$ cat config.mk
export PLATFORM = sky130hd
export DESIGN_NAME = sawc_way
export DESIGN_NICKNAME = d
export VERILOG_FILES = /design/src/hdl/sawc_pkg.sv /design/src/hdl/sawc_way.sv
export SDC_FILE = /design/constraint.sdc
export NUM_CORES = 1
export LEC_CHECK = 0
export BUFFER_PORTS_ARGS = -buffer_cell sky130_fd_sc_hd__clkbuf_2
export CAP_MARGIN = 15
export CORE_ASPECT_RATIO = 0.75
export CORE_UTILIZATION = 31
export DETAILED_ROUTE_END_ITERATION = 10
export PLACE_DENSITY = 0.81
export SLEW_MARGIN = 20
export SYNTH_ARGS = -nofsm -noshare
export SYNTH_HDL_FRONTEND = slang
export SYNTH_SLANG_ARGS = --single-unit
$ cat constraint.sdc
create_clock -name vclk -period 2.5
set_input_delay 0.25 -clock vclk [all_inputs]
set_output_delay 0.25 -clock vclk [all_outputs]
set_load 0.005 [all_outputs]
$ cat src/hdl/sawc_pkg.sv
// Shared types, constants and codes for the set-associative write-back cache.
package sawc_pkg;

  localparam int unsigned NumLines    = 256;
  localparam int unsigned LineWords   = 16;
  localparam int unsigned AddrBits    = 16;
  localparam int unsigned LineIdxBits = $clog2(NumLines);
  localparam int unsigned WordIdxBits = $clog2(LineWords);
  localparam int unsigned DataAddrBits = LineIdxBits + WordIdxBits;

  typedef enum logic [1:0] {
    CFG_LINE_WORDS_LOG2 = 2'd0,
    CFG_SET_COUNT_LOG2  = 2'd1,
    CFG_WAY_COUNT       = 2'd2,
    CFG_NONE            = 2'd3
  } cfg_idx_e;

  typedef enum logic [1:0] {
    REQ_READ  = 2'd0,
    REQ_WRITE = 2'd1,
    REQ_FILL  = 2'd2,
    REQ_BAD   = 2'd3
  } req_e;

  typedef enum logic [2:0] {
    ACT_RD_HIT   = 3'd0,
    ACT_WR_HIT   = 3'd1,
    ACT_FILL     = 3'd2,
    ACT_EV_DIRTY = 3'd3,
    ACT_EV_CLEAN = 3'd4,
    ACT_WB_WORD  = 3'd5,
    ACT_FILL_REQ = 3'd6,
    ACT_REFUSED  = 3'd7
  } act_e;

  typedef enum logic [4:0] {
    ST_IDLE, ST_REF, ST_FWR, ST_FEM2, ST_FEML, ST_BASE, ST_SRD, ST_SCMP,
    ST_VIC, ST_VTRD, ST_VEV, ST_WRD, ST_WEM, ST_UPD, ST_TRD, ST_TWR,
    ST_HOP, ST_HEM, ST_M6
  } state_e;

  // Control word from the sequencer to the line store.
  typedef struct packed {
    logic                    clr;
    logic [LineIdxBits-1:0]  line;
    logic                    tag_re;
    logic                    tag_we;
    logic [AddrBits-1:0]     tag_wd;
    logic                    rank_re;
    logic                    rank_we;
    logic [7:0]              rank_wd;
    logic                    data_re;
    logic                    data_we;
    logic [DataAddrBits-1:0] daddr;
    logic [31:0]             data_wd;
    logic                    valid_set;
    logic                    dirty_we;
    logic                    dirty_wd;
  } st_ctl_t;

  // Status returned by the line store.
  typedef struct packed {
    logic                valid;
    logic                dirty;
    logic                rank_ok;
    logic [AddrBits-1:0] tag_rd;
    logic [7:0]          rank_rd;
    logic [31:0]         data_rd;
  } st_sts_t;

endpackage

$ cat src/hdl/sawc_way.sv
// Shared per-way unit: tag compare, effective rank and LRU rank update.
module sawc_way import sawc_pkg::*; (
  input  logic [AddrBits-1:0] tag_i,
  input  st_sts_t             sts_i,
  input  logic [7:0]          rst_rank_i,
  input  logic [7:0]          old_rank_i,
  input  logic [7:0]          top_rank_i,
  input  logic                is_target_i,
  output logic                hit_o,
  output logic [7:0]          rank_o,
  output logic [7:0]          rank_new_o
);

  assign rank_o = sts_i.rank_ok ? sts_i.rank_rd : rst_rank_i;
  assign hit_o  = sts_i.valid && (sts_i.tag_rd == tag_i);

  // The used way goes to the top; ways above its old rank drop by one.
  always_comb begin
    if (is_target_i)              rank_new_o = top_rank_i;
    else if (rank_o > old_rank_i) rank_new_o = rank_o - 8'd1;
    else                          rank_new_o = rank_o;
  end

endmodule

==> metrics.yaml <==
min_period_ns: 2.56
p_per_area_nw_per_um2: 207
grt-ovfl-total: 0
rows: 16
setup.worst_path.class: "in2out"
holdCritPathClass: "in2out"
path_cells: "clkbuf_8, mux2i_2, inv_1, ha_1, nand4_1, buf_6, nor2_2, or2_4, buf_4, a2111oi_2, nor3_1, clkbuf_2"
drt-initial-drc-count: 53
yosysWarnings: 0
leakage_nw: 0.928
synth_top_cell_area_share_pct: 12.2
grtUsageTotal_pct: 22.5
fmax_mhz: 390
critPathMaxStageDelay_ns: 0.31
hold_buffers: 0
die_x_um: 65.0
min_to: "rank_new_o[3]"
synth_area_leader_cell: "ha_1"
num_vias: 1466
yosysSeqAreaShare_pct: 0
dpl_worst_slack_ns: -0.296
post-route-util_pct: 67.0
coreArea_um2: 2720
violations: "setup timing"
synth_area_um2: 923
drive_above_1_share_pct: 59.9
firstDrtPassIters: 4
avgSynthCellArea_um2: 7.00
peakVddDrop_mv: 0.0979
maxCapViolCount: 0
start_util_pct: 33.9
finalSetupViolations: 3
syn_nets: 241
dp_cells: 268
holdPathStages: 4
critical_path.startpoint_type: "primary input"
critPathCaptureType: "output port"
timing.final.ws_setup_ns: -0.0649
status: "complete, but fails checks"
critPathBufInv: 5
synth_cell_types: 41
rsz0062_at_grt: "yes"
seq_cells: 0
critPathSlowestCell: "ha_1"
synth_top_cells_by_area: "ha_1 12%, xnor2_1 11%, mux2i_1 6.5%"
min_from: "top_rank_i[3]"
grt_pass1_wl_mm: 5.66
grt_max_degree: 14
place_hpwl_mm: 2.98
nets: 353
drv_slew: 0
synthCells: 132
die_h_um: 49.3
area_delta_synth_final_pct: 97.7
viasPerCell: 5.27
diodes: 0
finalNonFillerCells: 278
place_congestion: 1.00
cp.arrival_ns: 2.31
portBuffers: 84
antenna_found_initial: 0
slew_headroom_pct: 69.1
period_share_pct: 103
wire_per_inst_um: 15.1
antenna_left: 0
nFillCells: 238
path_max_fanout: 6
dieArea_um2: 3200
register_area_um2: 0
cp_top_family: "buffers and inverters"
cp_data_required_time_ns: 2.25
io_pins: 117
clkbuf_count: 0
hold_viol: 0
grt_pass1_vias: 1207
drc: 0
drt-total-wl_mm: 4.21
total_power_uw: 378
worst_slew_pin_slew_ns: 0.459
timing repair:
action,4_1_cts,5_1_grt
endpoints found under the hold margin,0,0
resized for setup,17,22
pin swaps,6,14
cloned,1,0
endpoints found under the setup margin,8,8
setup buffers,3,6
cells by family (layout without fill, tap and decap cells):
family	after synthesis	after routing	synth area share (%)
adder cells (fa/ha/maj)	9	9	12.2
AO/OA/AOI/OAI	33	33	25.5
AND/OR/NAND/NOR	46	46	28.7
XOR/XNOR	16	16	15.2
multiplexers	8	8	9.35
buffers and inverters	20	130	9.08
cell usage in the layout (no fill, tap or decap), types with 2 or more instances in the layout:
cell / instances
clkbuf_2: 81
buf_4: 26
inv_1: 12
xnor2_1: 12
nand2_1: 8
nand4_1: 6
nor3_1: 6
a21oi_1: 6
nor2_1: 5
ha_1: 5
mux2i_4: 4
xor2_1: 4
ha_4: 4
buf_6: 4
inv_2: 3
a21o_1: 3
o21ai_0: 3
nand3_1: 3
nor4_1: 3
mux2i_2: 2
mux2_4: 2
nor3_2: 2
o211a_1: 2
o211ai_1: 2
a211oi_1: 2
and3_1: 2
or3_1: 2
buf_2: 2
through the flow:
step           setup TNS (ns)  instance area (um2)  hold WS, ns
2_1_floorplan               0                  946        0.578
3_3_place_gp            -1.07                 1530        0.762
3_5_place_dp            -1.42                 1530        0.773
4_1_cts               -0.0120                 1660        0.774
5_1_grt                -0.487                 1830        0.807
6_report               -0.125                 1830        0.778
worst min-delay path, stage by stage:
cell	delay [ns]
clkbuf_2	0.08
nand2_1	0.04
o31ai_1	0.05
clkbuf_2	0.11
per-layer routing:
layer  vias to the layer above  GRT usage [%]  wire [um]
met4                         0           1.09        123
met1                       668           32.0       1780
li1                        716              -          -
met5                         -              0          0
met3                        12           3.50        305
met2                        70           37.2       2000
synthesized netlist by cell type, types with 3 or more instances:
master,count
inv_1,15
nor4_1,4
nor2_1,6
a21o_1,3
xor2_1,4
nand4_1,6
a211oi_1,3
nor3_1,7
xnor2_1,12
mux2i_1,6
a21oi_1,7
nand3_1,3
and3_1,3
ha_1,9
nand2_1,8
clkbuf_1,3
o21ai_0,3
layout make-up:
type                            instances  area [um2]  area share [%]
Timing Repair Buffer                  115         694            38.0
Inverter                               15        56.3            3.08
Multi-Input combinational cell        112        1030            56.4
Tap cell                               36        45.0            2.47
worst max-delay path by stage:
| stage | start | to | cells past startpoint |
|---|---|---|---|
| finish | sts_i[56] | rank_new_o[6] | 12 |
| global route | sts_i[56] | rank_new_o[6] | 12 |
| CTS | sts_i[56] | rank_new_o[7] | 10 |
| detailed placement | sts_i[56] | rank_new_o[6] | 11 |
| global placement | sts_i[56] | rank_new_o[6] | 11 |
| floorplan | sts_i[56] | rank_new_o[2] | 9 |
report_power, final:
part	switching (mW)	internal (mW)	leakage [nW]
logic	0.175	0.203	0.928
clock network	0	0	0
registers	0	0	0
total	0.175	0.203	0.928
No activity file was read; power rests on OpenSTA's default activity.
